==> src/tste_pkg.sv <==
// Package for the TIFF strip tag extractor: field widths, tag numbers,
// entry type codes and result status codes. No dependencies.
`default_nettype none

package tste_pkg;

  localparam int unsigned ByteW   = 8;
  localparam int unsigned StatusW = 2;
  localparam int unsigned WordW   = 32;
  localparam int unsigned CountW  = 16;

  // Directory entries are twelve bytes long.
  localparam int unsigned EntryBytes = 12;
  localparam int unsigned EntryIdxW  = $clog2(EntryBytes);

  // The first directory may not start inside the eight-byte header.
  localparam logic [WordW-1:0] MinDirOffset = WordW'(8);

  localparam logic [CountW-1:0] TagStripOffset = CountW'(273);
  localparam logic [CountW-1:0] TagStripLength = CountW'(279);

  localparam logic [CountW-1:0] TypeLong  = CountW'(4);
  localparam logic [CountW-1:0] TypeShort = CountW'(3);
  localparam logic [CountW-1:0] TypeAscii = CountW'(2);

  typedef enum logic [StatusW-1:0] {
    ST_OK     = 2'd0,
    ST_TAGS   = 2'd1,
    ST_EARLY  = 2'd2,
    ST_BADOFF = 2'd3
  } status_t;

endpackage : tste_pkg

`default_nettype wire

==> src/tste_if.sv <==
// Stream interfaces of the TIFF strip tag extractor: file bytes in, result out.
// Depends on tste_pkg for the field widths.
`default_nettype none

interface tste_byte_if;
  logic                          valid;
  logic                          ready;
  logic [tste_pkg::ByteW-1:0]    data_byte;
  logic                          last_byte;

  modport source (output valid, output data_byte, output last_byte, input ready);
  modport sink   (input valid, input data_byte, input last_byte, output ready);
endinterface : tste_byte_if

interface tste_result_if;
  logic                          valid;
  logic                          ready;
  logic [tste_pkg::StatusW-1:0]  status;
  logic [tste_pkg::WordW-1:0]    strip_start;
  logic [tste_pkg::WordW-1:0]    strip_length;

  modport source (output valid, output status, output strip_start, output strip_length,
                  input ready);
  modport sink   (input valid, input status, input strip_start, input strip_length,
                  output ready);
endinterface : tste_result_if

`default_nettype wire

==> src/tiff_strip_tag_extractor.sv <==
// Top level of the TIFF strip tag extractor: byte parser and result register.
// Depends on tste_pkg and the stream interfaces in tste_if.sv.
//
// Usage. The feed channel carries the file one byte per beat, in file order,
// with last_byte set on the final byte. The block reads the big-endian first
// directory offset from header bytes 4 to 7, skips forward to it, reads the
// entry count and walks the twelve-byte entries, capturing tags 273 (strip
// offset) and 279 (strip length). At most one result beat is given per file:
// when the directory ends, when the offset is below 8, or on the final byte.
// Throughput is one byte per cycle while feed ready is high: each beat updates
// the parse state, and the result lands in an output register in the cycle after
// the beat that caused it. Feed ready stays high while that register is empty
// or being drained, so bytes keep flowing while a result waits; only when a
// result is held by a stalled receiver does feed ready drop, and then it
// stays low until the result beat is taken. Bytes after the result are
// discarded until the final byte. After the final byte all parse state
// returns to its reset value and the next byte starts a new file.
// Synchronous reset clears the parse state and empties the result register.
`default_nettype none

module tiff_strip_tag_extractor (
  input  wire logic           clk,
  input  wire logic           rst,
  tste_byte_if.sink           feed,
  tste_result_if.source       result
);

  typedef enum logic [2:0] {
    PH_HEADER,
    PH_SKIP,
    PH_COUNT,
    PH_ENTRY,
    PH_DONE
  } phase_t;

  localparam int unsigned ByteW  = tste_pkg::ByteW;
  localparam int unsigned WordW  = tste_pkg::WordW;
  localparam int unsigned CountW = tste_pkg::CountW;
  localparam int unsigned IdxW   = tste_pkg::EntryIdxW;
  localparam logic [IdxW-1:0] LastIdx = IdxW'(tste_pkg::EntryBytes - 1);

  // Parse state.
  phase_t              phase, phase_next;
  logic [WordW-1:0]    byte_position, byte_position_next;
  logic [WordW-1:0]    directory_offset, directory_offset_next;
  logic [CountW-1:0]   entries_left, entries_left_next;
  logic [IdxW-1:0]     entry_byte_index, entry_byte_index_next;
  logic [WordW-1:0]    offset_seen, offset_seen_next;
  logic [WordW-1:0]    length_seen, length_seen_next;
  logic [1:0]          match_count, match_count_next;
  logic [ByteW-1:0]    entry_bytes [tste_pkg::EntryBytes];

  // Result register.
  logic                     out_valid;
  tste_pkg::status_t        out_status;
  logic [WordW-1:0]         out_offset;
  logic [WordW-1:0]         out_length;

  logic                take;
  logic                emit;
  tste_pkg::status_t   emit_status;
  logic [ByteW-1:0]    b;
  logic [CountW-1:0]   entry_tag;
  logic [CountW-1:0]   entry_type;
  logic [WordW-1:0]    entry_value;
  logic                tag_is_offset;
  logic                tag_is_length;

  assign feed.ready          = !out_valid || result.ready;
  assign take                = feed.valid && feed.ready;
  assign b                   = feed.data_byte;

  assign result.valid        = out_valid;
  assign result.status       = out_status;
  assign result.strip_start  = out_offset;
  assign result.strip_length = out_length;

  // Entry decode. It is used only on the twelfth entry byte, which is still
  // on the feed port, so byte 11 comes from there rather than the store.
  assign entry_tag  = {entry_bytes[0], entry_bytes[1]};
  assign entry_type = {entry_bytes[2], entry_bytes[3]};

  always_comb begin
    priority if (entry_type == tste_pkg::TypeLong) begin
      entry_value = {entry_bytes[8], entry_bytes[9], entry_bytes[10], b};
    end else if (entry_type == tste_pkg::TypeShort) begin
      entry_value = {16'h0000, entry_bytes[8], entry_bytes[9]};
    end else if (entry_type == tste_pkg::TypeAscii) begin
      entry_value = {24'h000000, entry_bytes[8]};
    end else begin
      entry_value = {b, entry_bytes[10], entry_bytes[9], entry_bytes[8]};
    end
  end

  assign tag_is_offset = (entry_tag == tste_pkg::TagStripOffset);
  assign tag_is_length = (entry_tag == tste_pkg::TagStripLength);

  // Next-state logic for one accepted byte.
  always_comb begin
    phase_next            = phase;
    byte_position_next    = byte_position + WordW'(1);
    directory_offset_next = directory_offset;
    entries_left_next     = entries_left;
    entry_byte_index_next = entry_byte_index;
    offset_seen_next      = offset_seen;
    length_seen_next      = length_seen;
    match_count_next      = match_count;
    emit                  = 1'b0;
    emit_status           = tste_pkg::ST_OK;

    unique case (phase)
      PH_HEADER: begin
        if (byte_position >= WordW'(4)) begin
          directory_offset_next = {directory_offset[WordW-ByteW-1:0], b};
        end
        if (byte_position == WordW'(7)) begin
          priority if (directory_offset_next < tste_pkg::MinDirOffset) begin
            emit        = 1'b1;
            emit_status = tste_pkg::ST_BADOFF;
          end else if (directory_offset_next == tste_pkg::MinDirOffset) begin
            phase_next            = PH_COUNT;
            entry_byte_index_next = '0;
          end else begin
            phase_next = PH_SKIP;
          end
        end
      end
      PH_SKIP: begin
        if (byte_position_next == directory_offset) begin
          phase_next            = PH_COUNT;
          entry_byte_index_next = '0;
        end
      end
      PH_COUNT: begin
        if (entry_byte_index == '0) begin
          entries_left_next     = {b, 8'h00};
          entry_byte_index_next = IdxW'(1);
        end else begin
          entries_left_next     = {entries_left[CountW-1:ByteW], b};
          entry_byte_index_next = '0;
          if (entries_left_next == '0) begin
            emit = 1'b1;
          end else begin
            phase_next = PH_ENTRY;
          end
        end
      end
      PH_ENTRY: begin
        if (entry_byte_index == LastIdx) begin
          entry_byte_index_next = '0;
          if (tag_is_offset) begin
            offset_seen_next = entry_value;
          end
          if (tag_is_length) begin
            length_seen_next = entry_value;
          end
          if ((tag_is_offset || tag_is_length) && match_count != 2'd3) begin
            match_count_next = match_count + 2'd1;
          end
          entries_left_next = entries_left - CountW'(1);
          if (entries_left_next == '0) begin
            emit = 1'b1;
          end
        end else begin
          entry_byte_index_next = entry_byte_index + IdxW'(1);
        end
      end
      PH_DONE: begin
      end
      default: begin
      end
    endcase

    // A directory result reports ok only with exactly two tag matches.
    if (emit && phase != PH_HEADER) begin
      emit_status = (match_count_next == 2'd2) ? tste_pkg::ST_OK : tste_pkg::ST_TAGS;
    end

    // The final byte of a file forces a result if none was given yet.
    if (feed.last_byte && !emit && phase != PH_DONE) begin
      emit        = 1'b1;
      emit_status = tste_pkg::ST_EARLY;
    end

    if (emit) begin
      phase_next = PH_DONE;
    end
  end

  always_ff @(posedge clk) begin
    if (rst) begin
      phase            <= PH_HEADER;
      byte_position    <= '0;
      directory_offset <= '0;
      entries_left     <= '0;
      entry_byte_index <= '0;
      offset_seen      <= '0;
      length_seen      <= '0;
      match_count      <= '0;
      out_valid        <= 1'b0;
    end else begin
      if (take && feed.last_byte) begin
        // End of file: start over for the next one.
        phase            <= PH_HEADER;
        byte_position    <= '0;
        directory_offset <= '0;
        entries_left     <= '0;
        entry_byte_index <= '0;
        offset_seen      <= '0;
        length_seen      <= '0;
        match_count      <= '0;
      end else if (take) begin
        phase            <= phase_next;
        byte_position    <= byte_position_next;
        directory_offset <= directory_offset_next;
        entries_left     <= entries_left_next;
        entry_byte_index <= entry_byte_index_next;
        offset_seen      <= offset_seen_next;
        length_seen      <= length_seen_next;
        match_count      <= match_count_next;
      end
      if (take && emit) begin
        out_valid <= 1'b1;
      end else if (result.ready) begin
        out_valid <= 1'b0;
      end
    end
    // Payload registers need no reset.
    if (take && emit) begin
      out_status <= emit_status;
      out_offset <= (emit_status == tste_pkg::ST_OK) ? offset_seen_next : '0;
      out_length <= (emit_status == tste_pkg::ST_OK) ? length_seen_next : '0;
    end
    if (take && phase == PH_ENTRY) begin
      entry_bytes[entry_byte_index] <= b;
    end
  end

`ifndef ASSERT_OFF

  // Captured values only leave the block with an ok status.
  a_zero_payload_on_error: assert property (@(posedge clk) disable iff (rst)
    (out_valid && out_status != tste_pkg::ST_OK) |-> (out_offset == '0 && out_length == '0))
    else $error("strip fields nonzero on an error result");

  // The entry walk is only entered with at least one entry to read.
  a_entry_has_work: assert property (@(posedge clk) disable iff (rst)
    (phase == PH_ENTRY) |-> (entries_left != '0))
    else $error("entry phase with no entries left");

  // The byte index never leaves the twelve-byte entry.
  a_index_in_range: assert property (@(posedge clk) disable iff (rst)
    entry_byte_index <= LastIdx)
    else $error("entry byte index out of range");

  // A final byte returns the parser to the start of a file.
  a_restart_after_last: assert property (@(posedge clk) disable iff (rst)
    (take && feed.last_byte) |=> (phase == PH_HEADER && byte_position == '0))
    else $error("parser did not restart after the final byte");

`endif

endmodule : tiff_strip_tag_extractor

`default_nettype wire
==> src/flat_wrapper.sv <==
// flat-port wrapper written by rule: the top's interface ports become plain ports
module tiff_strip_tag_extractor_flat 
  (clk, rst, feed_valid, feed_data_byte, feed_last_byte, feed_ready, result_valid, result_status, result_strip_start, result_strip_length, result_ready);
  tste_byte_if feed_i ();
  tste_result_if result_i ();
  input  wire logic clk;
  input  wire logic rst;
  input wire logic [$bits(feed_i.valid)-1:0] feed_valid;
  input wire logic [$bits(feed_i.data_byte)-1:0] feed_data_byte;
  input wire logic [$bits(feed_i.last_byte)-1:0] feed_last_byte;
  output wire logic [$bits(feed_i.ready)-1:0] feed_ready;
  output wire logic [$bits(result_i.valid)-1:0] result_valid;
  output wire logic [$bits(result_i.status)-1:0] result_status;
  output wire logic [$bits(result_i.strip_start)-1:0] result_strip_start;
  output wire logic [$bits(result_i.strip_length)-1:0] result_strip_length;
  input wire logic [$bits(result_i.ready)-1:0] result_ready;
  assign feed_i.valid = feed_valid;
  assign feed_i.data_byte = feed_data_byte;
  assign feed_i.last_byte = feed_last_byte;
  assign feed_ready = feed_i.ready;
  assign result_valid = result_i.valid;
  assign result_status = result_i.status;
  assign result_strip_start = result_i.strip_start;
  assign result_strip_length = result_i.strip_length;
  assign result_i.ready = result_ready;
  tiff_strip_tag_extractor u_core (.clk(clk), .rst(rst), .feed(feed_i), .result(result_i));
endmodule
==> config.mk <==
export PLATFORM = sky130hd
export DESIGN_NAME = tiff_strip_tag_extractor_flat
export DESIGN_NICKNAME = d
export VERILOG_FILES = /design/src/tste_pkg.sv /design/src/tste_if.sv /design/src/tiff_strip_tag_extractor.sv /design/src/flat_wrapper.sv
export SDC_FILE = /design/constraint.sdc
export NUM_CORES = 1
export LEC_CHECK = 0
export BUFFER_PORTS_ARGS = -buffer_cell sky130_fd_sc_hd__buf_2
export CORE_MARGIN = 4
export CORE_UTILIZATION = 55
export CTS_CLUSTER_SIZE = 40
export DETAILED_ROUTE_END_ITERATION = 16
export HOLD_SLACK_MARGIN = 0.02
export MAX_ROUTING_LAYER = met4
export PLACE_DENSITY = 0.71
export SLEW_MARGIN = 20
export SYNTH_ARGS = -nofsm -noshare
export SYNTH_HDL_FRONTEND = slang
export SYNTH_SLANG_ARGS = --single-unit
==> constraint.sdc <==
create_clock -name clk -period 4.55 [get_ports clk]
set_clock_uncertainty 0.05 [all_clocks]
set_input_delay 0.455 -clock clk [delete_from_list [all_inputs] [get_ports clk]]
set_output_delay 0.455 -clock clk [all_outputs]
set_load 0.005 [all_outputs]
# Word-level counts from Yosys, hierarchy flattened
# Memory sizes are Yosys's and may differ from the RTL's.
# Cells that the tools add are included.
[totals]
romBits = 0
latch_bits = 0
out_inout_bits = 68
ram_bits = 96
word_cells = 124
reg_bits = 220
inputBits = 13
mem_count = 1
[classes]
n_lt_le_gt_ge = 2
reduce_logical = 28
n_mul = 0
eq_ne = 26
shifts = 0
addsub = 4
div = 0
mux = 50
n_bitwise = 0
[memory_table]
columns = ["memory", "depth", "width", "rd", "rd_ports_with_merged_regs", "wr", "line_no", "text"]
rows = [
  ["u_core.entry_bytes", 12, 8, 7, 0, 1, "tiff_strip_tag_extractor.sv:51", "logic [ByteW-1:0] entry_bytes [tste_pkg::EntryBytes];"],
]
[op_table]
columns = ["operator", "count"]
rows = [
  ["32-bit 2-to-1 mux", 11],
  ["32-bit by 1-bit adder with 32-bit output (second input constant)", 1],
  ["16-bit by 2-bit == test with 1-bit output (second input constant)", 2],
  ["16-bit by 9-bit == test with 1-bit output (second input constant)", 2],
  ["32-bit by 3-bit == test with 1-bit output (second input constant)", 1],
  ["32-bit == test", 1],
  ["32-bit by 4-bit == test with 1-bit output (second input constant)", 1],
  ["32-bit by 3-bit greater-or-equal comparator with 1-bit output (second input constant)", 1],
  ["16-bit zero test", 2],
  ["32-bit by 4-bit < comparator with 1-bit output (second input constant)", 1],
  ["16-bit 2-to-1 mux", 2],
  ["16-bit case mux with 2 select lines", 1],
  ["4-bit 2-to-1 mux", 5],
  ["2-bit 2-to-1 mux", 9],
  ["3-bit 2-to-1 mux", 6],
  ["16-bit by 3-bit == test with 1-bit output (second input constant)", 1],
  ["4-bit case mux with 4 select lines", 1],
  ["16-bit by 1-bit subtractor with 16-bit output (second input constant)", 1],
  ["1-bit 2-to-1 mux", 13],
  ["2-bit by 1-bit != test with 1-bit output (second input constant)", 5],
  ["3-bit by 2-bit != test with 1-bit output (second input constant)", 3],
  ["3-bit case mux with 3 select lines", 1],
  ["1-bit logical AND", 8],
  ["4-bit nonzero test", 2],
  ["23 further kinds", 29],
]

# Logic depth before layout (Yosys ltp)
[depth]
word_depth = 13
depth_mapped = 13

# Least setup slack after synthesis
# No wires, ideal clock.
[synth_timing]
kind = "register to register"
from = "register u_core.byte_position[13]"
to = "register u_core.phase[0]"
synth_period_minus_slack_ns = 4.047
required_ns = 4.379
path_slack_ns = 0.503
path_buffers = 3
arrival_ns = 3.876
path_stages_with_launch = 13
path_cell_list = "dfxtp_1 > buf_2 > or4_1 > or4_4 > nor3_1 > o21ai_1 > or4_1 > clkbuf_2 > nand3b_1 > and2_1 > buf_2 > nor2_1 > mux2_2"
[synth_via]
elab_chain_len = 13
word_cells_on_any_way = 27
[synth_rtl]
columns = ["element", "line_no", "text"]
rows = [
  ["from (decl)", "tiff_strip_tag_extractor.sv:44", "logic [WordW-1:0] byte_position, byte_position_next;"],
  ["from (signal assigned)", "tiff_strip_tag_extractor.sv:214", "byte_position <= byte_position_next;"],
  ["32-bit by 3-bit greater-or-equal comparator with 1-bit output", "tiff_strip_tag_extractor.sv:113", "if (byte_position >= WordW'(4)) begin"],
  ["32-bit 2-to-1 mux", "tiff_strip_tag_extractor.sv:113", ""],
  ["32-bit 2-to-1 mux", "tiff_strip_tag_extractor.sv:111", "unique case (phase)"],
  ["32-bit by 4-bit < comparator with 1-bit output", "tiff_strip_tag_extractor.sv:117", "priority if (directory_offset_next < tste_pkg::MinDirOffset) begin"],
  ["1-bit 2-to-1 mux", "tiff_strip_tag_extractor.sv:117", ""],
  ["1-bit 2-to-1 mux", "tiff_strip_tag_extractor.sv:116", "if (byte_position == WordW'(7)) begin"],
  ["1-bit case mux with 3 select lines", "tiff_strip_tag_extractor.sv:111", ""],
  ["1-bit zero test", "tiff_strip_tag_extractor.sv:180", "if (feed.last_byte && !emit && phase != PH_DONE) begin"],
  ["1-bit logical AND (2 in series)", "tiff_strip_tag_extractor.sv:180", ""],
  ["1-bit 2-to-1 mux", "tiff_strip_tag_extractor.sv:180", ""],
  ["3-bit by 2-bit != test with 1-bit output (no line), or another cell as far along", "--", ""],
  ["7-bit AND reduction (no line)", "--", ""],
  ["to (signal assigned)", "tiff_strip_tag_extractor.sv:213", "phase <= phase_next;"],
  ["to (decl)", "tiff_strip_tag_extractor.sv:43", "phase_t phase, phase_next;"],
]
# Parallel ways exist; a longest one is shown, timed or not. The select of a mux whose other input is x is not followed.
# A chain may end at the register's enable or synchronous reset.

# Worst setup path after layout
# Ends and elaborated chain as after synthesis.

==> results.ini <==
[run_status]
outcome = finished clean

[synthesis]
post-synth-top-count-cell = sky130_fd_sc_hd__nand2_1
synth.avg_cell_area_um2 = 9.13
synth_xor_xnor_area_share_pct = 4.70
synth_flop_cell = sky130_fd_sc_hd__dfxtp_1
largest_cells_by_area_after_synthesis = sky130_fd_sc_hd__edfxtp_1, sky130_fd_sc_hd__dfxtp_1, sky130_fd_sc_hd__nand2_1
synth_commonest_cells = sky130_fd_sc_hd__nand2_1, sky130_fd_sc_hd__nor2_1, sky130_fd_sc_hd__dfxtp_1
synth_top_area_share_pct = 27.7
synth_nets = 1470
post_synth_fa_ha_maj_area_fraction_pct = 0.852
ys_ff_latch = 276
post-synth-top-area-cell = sky130_fd_sc_hd__edfxtp_1
share_of_the_synthesized_area_in_compound_gates_ao_oa_aoi_oai_pct = 13.3
synth_enable_flop_cells = 122
netlist_area_mm2 = 0.0132
synth-async-reset-ratio_pct = 0
synthesis.instances = 1448
share_of_cell_area_taken_by_muxes_after_synthesis_pct = 3.92
combinational_family_with_the_most_area_after_synthesis = simple AND/OR/NAND/NOR gates
synth_simple_gate_area_share_pct = 22.5
ys_types = 65
seq_area_frac_synth_pct = 51.0
synth.yosys.warnings = 0

[clocking]
holdBufCountCts = 0
cts_setup_buffers = 0
cts-root-buf = sky130_fd_sc_hd__clkbuf_16
tritoncts = built
cts-htree-levels = 1
clock_sinks = 276
clk_transition_reported_paths_ps = 60
worst_skew_pair.late_latency_ps = 550
cts_buffer_depth = 3
postCtsResizedCells = 0
numCtsBuffers = 29

[placement]
dp.final_hpwl_um = 21700
gpl.final_weighted_congestion = 0.901
io_buffer_count = 80

[final_layout]
layout-drive-gt1-share_pct = 11.6
layout.area.seq_mm2 = 0.00675
area_growth_pct = 11.7
num-nets-final = 1496
num_antenna_cells = 0
final_core_utilization_pct = 62.8
fill_cells = 2044
multiInputGateArea_mm2 = 0.00603

[worst_setup_path]
cp_max_fo = 70
rr_startpoint = u_core.byte_position[13]$_SDFFE_PP0P_
worst_path_max_delay_cell = sky130_fd_sc_hd__or4_1
cp-start-kind = flop
timing_worst_setup_path_type = reg2reg
worstPathCellList = or4_1, or4_4, nor2_1, a21oi_1, or4_1, nand3b_1, and2_2, buf_12, nor2_1, mux2_2
critical_path.endpoint_type = flop
r2r_cells = 10
worst_setup_path_startpoint = u_core.byte_position[13]$_SDFFE_PP0P_
regToRegSetupSlack_ps = 650
delay_of_the_slowest_cell_on_the_worst_path_ps = 760
reg2reg_to = u_core.phase[0]$_SDFFE_PP0P_
worstPathRequired_ps = 4920
arrival_ps = 4280

[timing]
post-route-min-period_ps = 3900
report.final.slew_viol_count = 0
setup_viol = 0
timing.slew.headroom_pct = 28.1
maxClockFrequency_mhz = 256
setup_total_negative_slack_ps = 0
grt_setup_unrepaired = false
final_hold_viol_count = 0
worstMarginPinSlew_ps = 1080
min_period_over_period_pct = 85.8

[pwr]
power_frac_seq_pct = 50.8
total_leakage_power_nw = 5.38
share_comb_of_total_power_pct = 4.2
intPower_mw = 4.07
peakVddDrop_mv = 0.246
p_switching_mw = 1.14
clkPwrFrac_pct = 44.9
switching_fraction_of_total_power_pct = 21.9
power_per_cell_area_mw_per_mm2 = 353

[global_route]
gr-total-overflow = 0
global_route_wire_length_before_repair_um = 51800
grt_max_degree = 71
grt_antenna_before_repair = 0
grt_pass1_vias = 9751
grt_use_total_pct = 24.6

[die]
floorplan.initialDensity_pct = 56.2
dieArea_mm2 = 0.0266
placement_rows = 56
design.portCount = 81
die_height_um = 163
die-width_um = 163
core_area_mm2 = 0.0235

[detailed_routing]
wl_um = 32000
drt-vias-per-instance = 5.81
drt_first_pass_iters = 6
route.antenna.remaining_nets = 0
drc_errors = 0
drtIter0Drc = 1049
avgRoutedWirePerCell_um = 17.6
vias = 10559

[min_path]
timing.hold.worst.class = in2reg
holdCritStartpoint = rst
min_delay_worst_endpoint = u_core.result.valid$_SDFFE_PP0P_
min_delay_path_depth = 2

[flow_run]
drv.max_cap_violation_count = 0

-- power groups by stage --
stage / Sequential [mW] / Combinational [mW] / Clock [mW]
floorplan: 2.70 / 0.128 / 0
global placement: 2.70 / 0.221 / 0
detailed placement: 2.70 / 0.222 / 0
CTS: 2.65 / 0.223 / 2.38
global route: 2.65 / 0.247 / 2.49
finish: 2.65 / 0.221 / 2.34
-- area by class of cell --
class                      count  area share (%)
clock buffer                  38            5.28
clock inverter                16            1.13
inverter                      19           0.483
multi-input combinational   1046            40.8
sequential                   276            45.7
tap                          319            2.70
timing repair buffer         102            3.91
-- kinds of logic (layout without fill, tap and decap cells) --
group / count (synthesis) / in the layout
flip-flops: 276 / 276
AO/OA/AOI/OAI: 291 / 291
buffers and inverters: 126 / 175
XOR/XNOR: 71 / 71
AND/OR/NAND/NOR: 624 / 624
multiplexers: 51 / 51
adder cells (fa/ha/maj): 9 / 9
-- cell usage in the layout (no fill, tap or decap), drive strengths merged, types with 24 or more instances in the layout --
master	n
nand2	209
nor2	174
dfxtp	154
edfxtp	122
buf	102
o21ai	97
a21oi	89
mux2i	48
nor3	40
a211oi	38
clkbuf	38
xnor2	37
xor2	34
nor4	31
and3	29
nand3	26
a22oi	24
-- worst max-delay path: cells and delay by family (launching register included) --
family / cells / cell delay (ps)
simple gates: 7 / 2670
flops: 1 / 390
buf+inv: 1 / 280
mux: 1 / 260
compound gates: 1 / 130
-- through the flow --
stage	hold WS [ps]	total power, mW	instance area, µm²	std cells	setup slack [ps]
detailed placement	397	2.92	13800	1762	527
global route	140	5.39	14800	1816	402
floorplan	387	2.83	13200	1448	503
finish	143	5.21	14800	1816	647
global placement	391	2.92	13800	1762	544
CTS	105	5.25	14800	1816	610
-- registers in the layout, summed over array words and instances, names as in the netlist --
| name | count |
|---|---|
| u_core.result.valid | 1 |
| u_core.result.strip_length | 32 |
| u_core.entries_left | 16 |
| u_core.entry_byte_index | 4 |
| u_core.entry_bytes | 56 |
| u_core.result.status | 2 |
| u_core.length_seen | 32 |
| u_core.phase | 3 |
| u_core.byte_position | 32 |
| u_core.result.strip_start | 32 |
| u_core.match_count | 2 |
| u_core.offset_seen | 32 |
| u_core.directory_offset | 32 |
-- how the worst max path moves through the flow --
stage / to / slack (ps) / cells after the start
CTS: u_core.phase[0]$_SDFFE_PP0P_ / 610 / 10
global route: u_core.phase[0]$_SDFFE_PP0P_ / 400 / 10
finish: u_core.phase[0]$_SDFFE_PP0P_ / 650 / 10
detailed placement: u_core.phase[0]$_SDFFE_PP0P_ / 530 / 11
floorplan: u_core.phase[0]$_SDFFE_PP0P_ / 500 / 12
global placement: u_core.phase[0]$_SDFFE_PP0P_ / 540 / 11
-- metal layers --
metal / track usage (%) / up-vias / wire [µm]
met5: - / - / 0
met4: 6.25 / 0 / 646
li1: - / 5236 / -
met2: 38.7 / 340 / 15200
met1: 34.3 / 4926 / 14100
met3: 2.83 / 57 / 2040
Power figures use the tool's default switching activity.
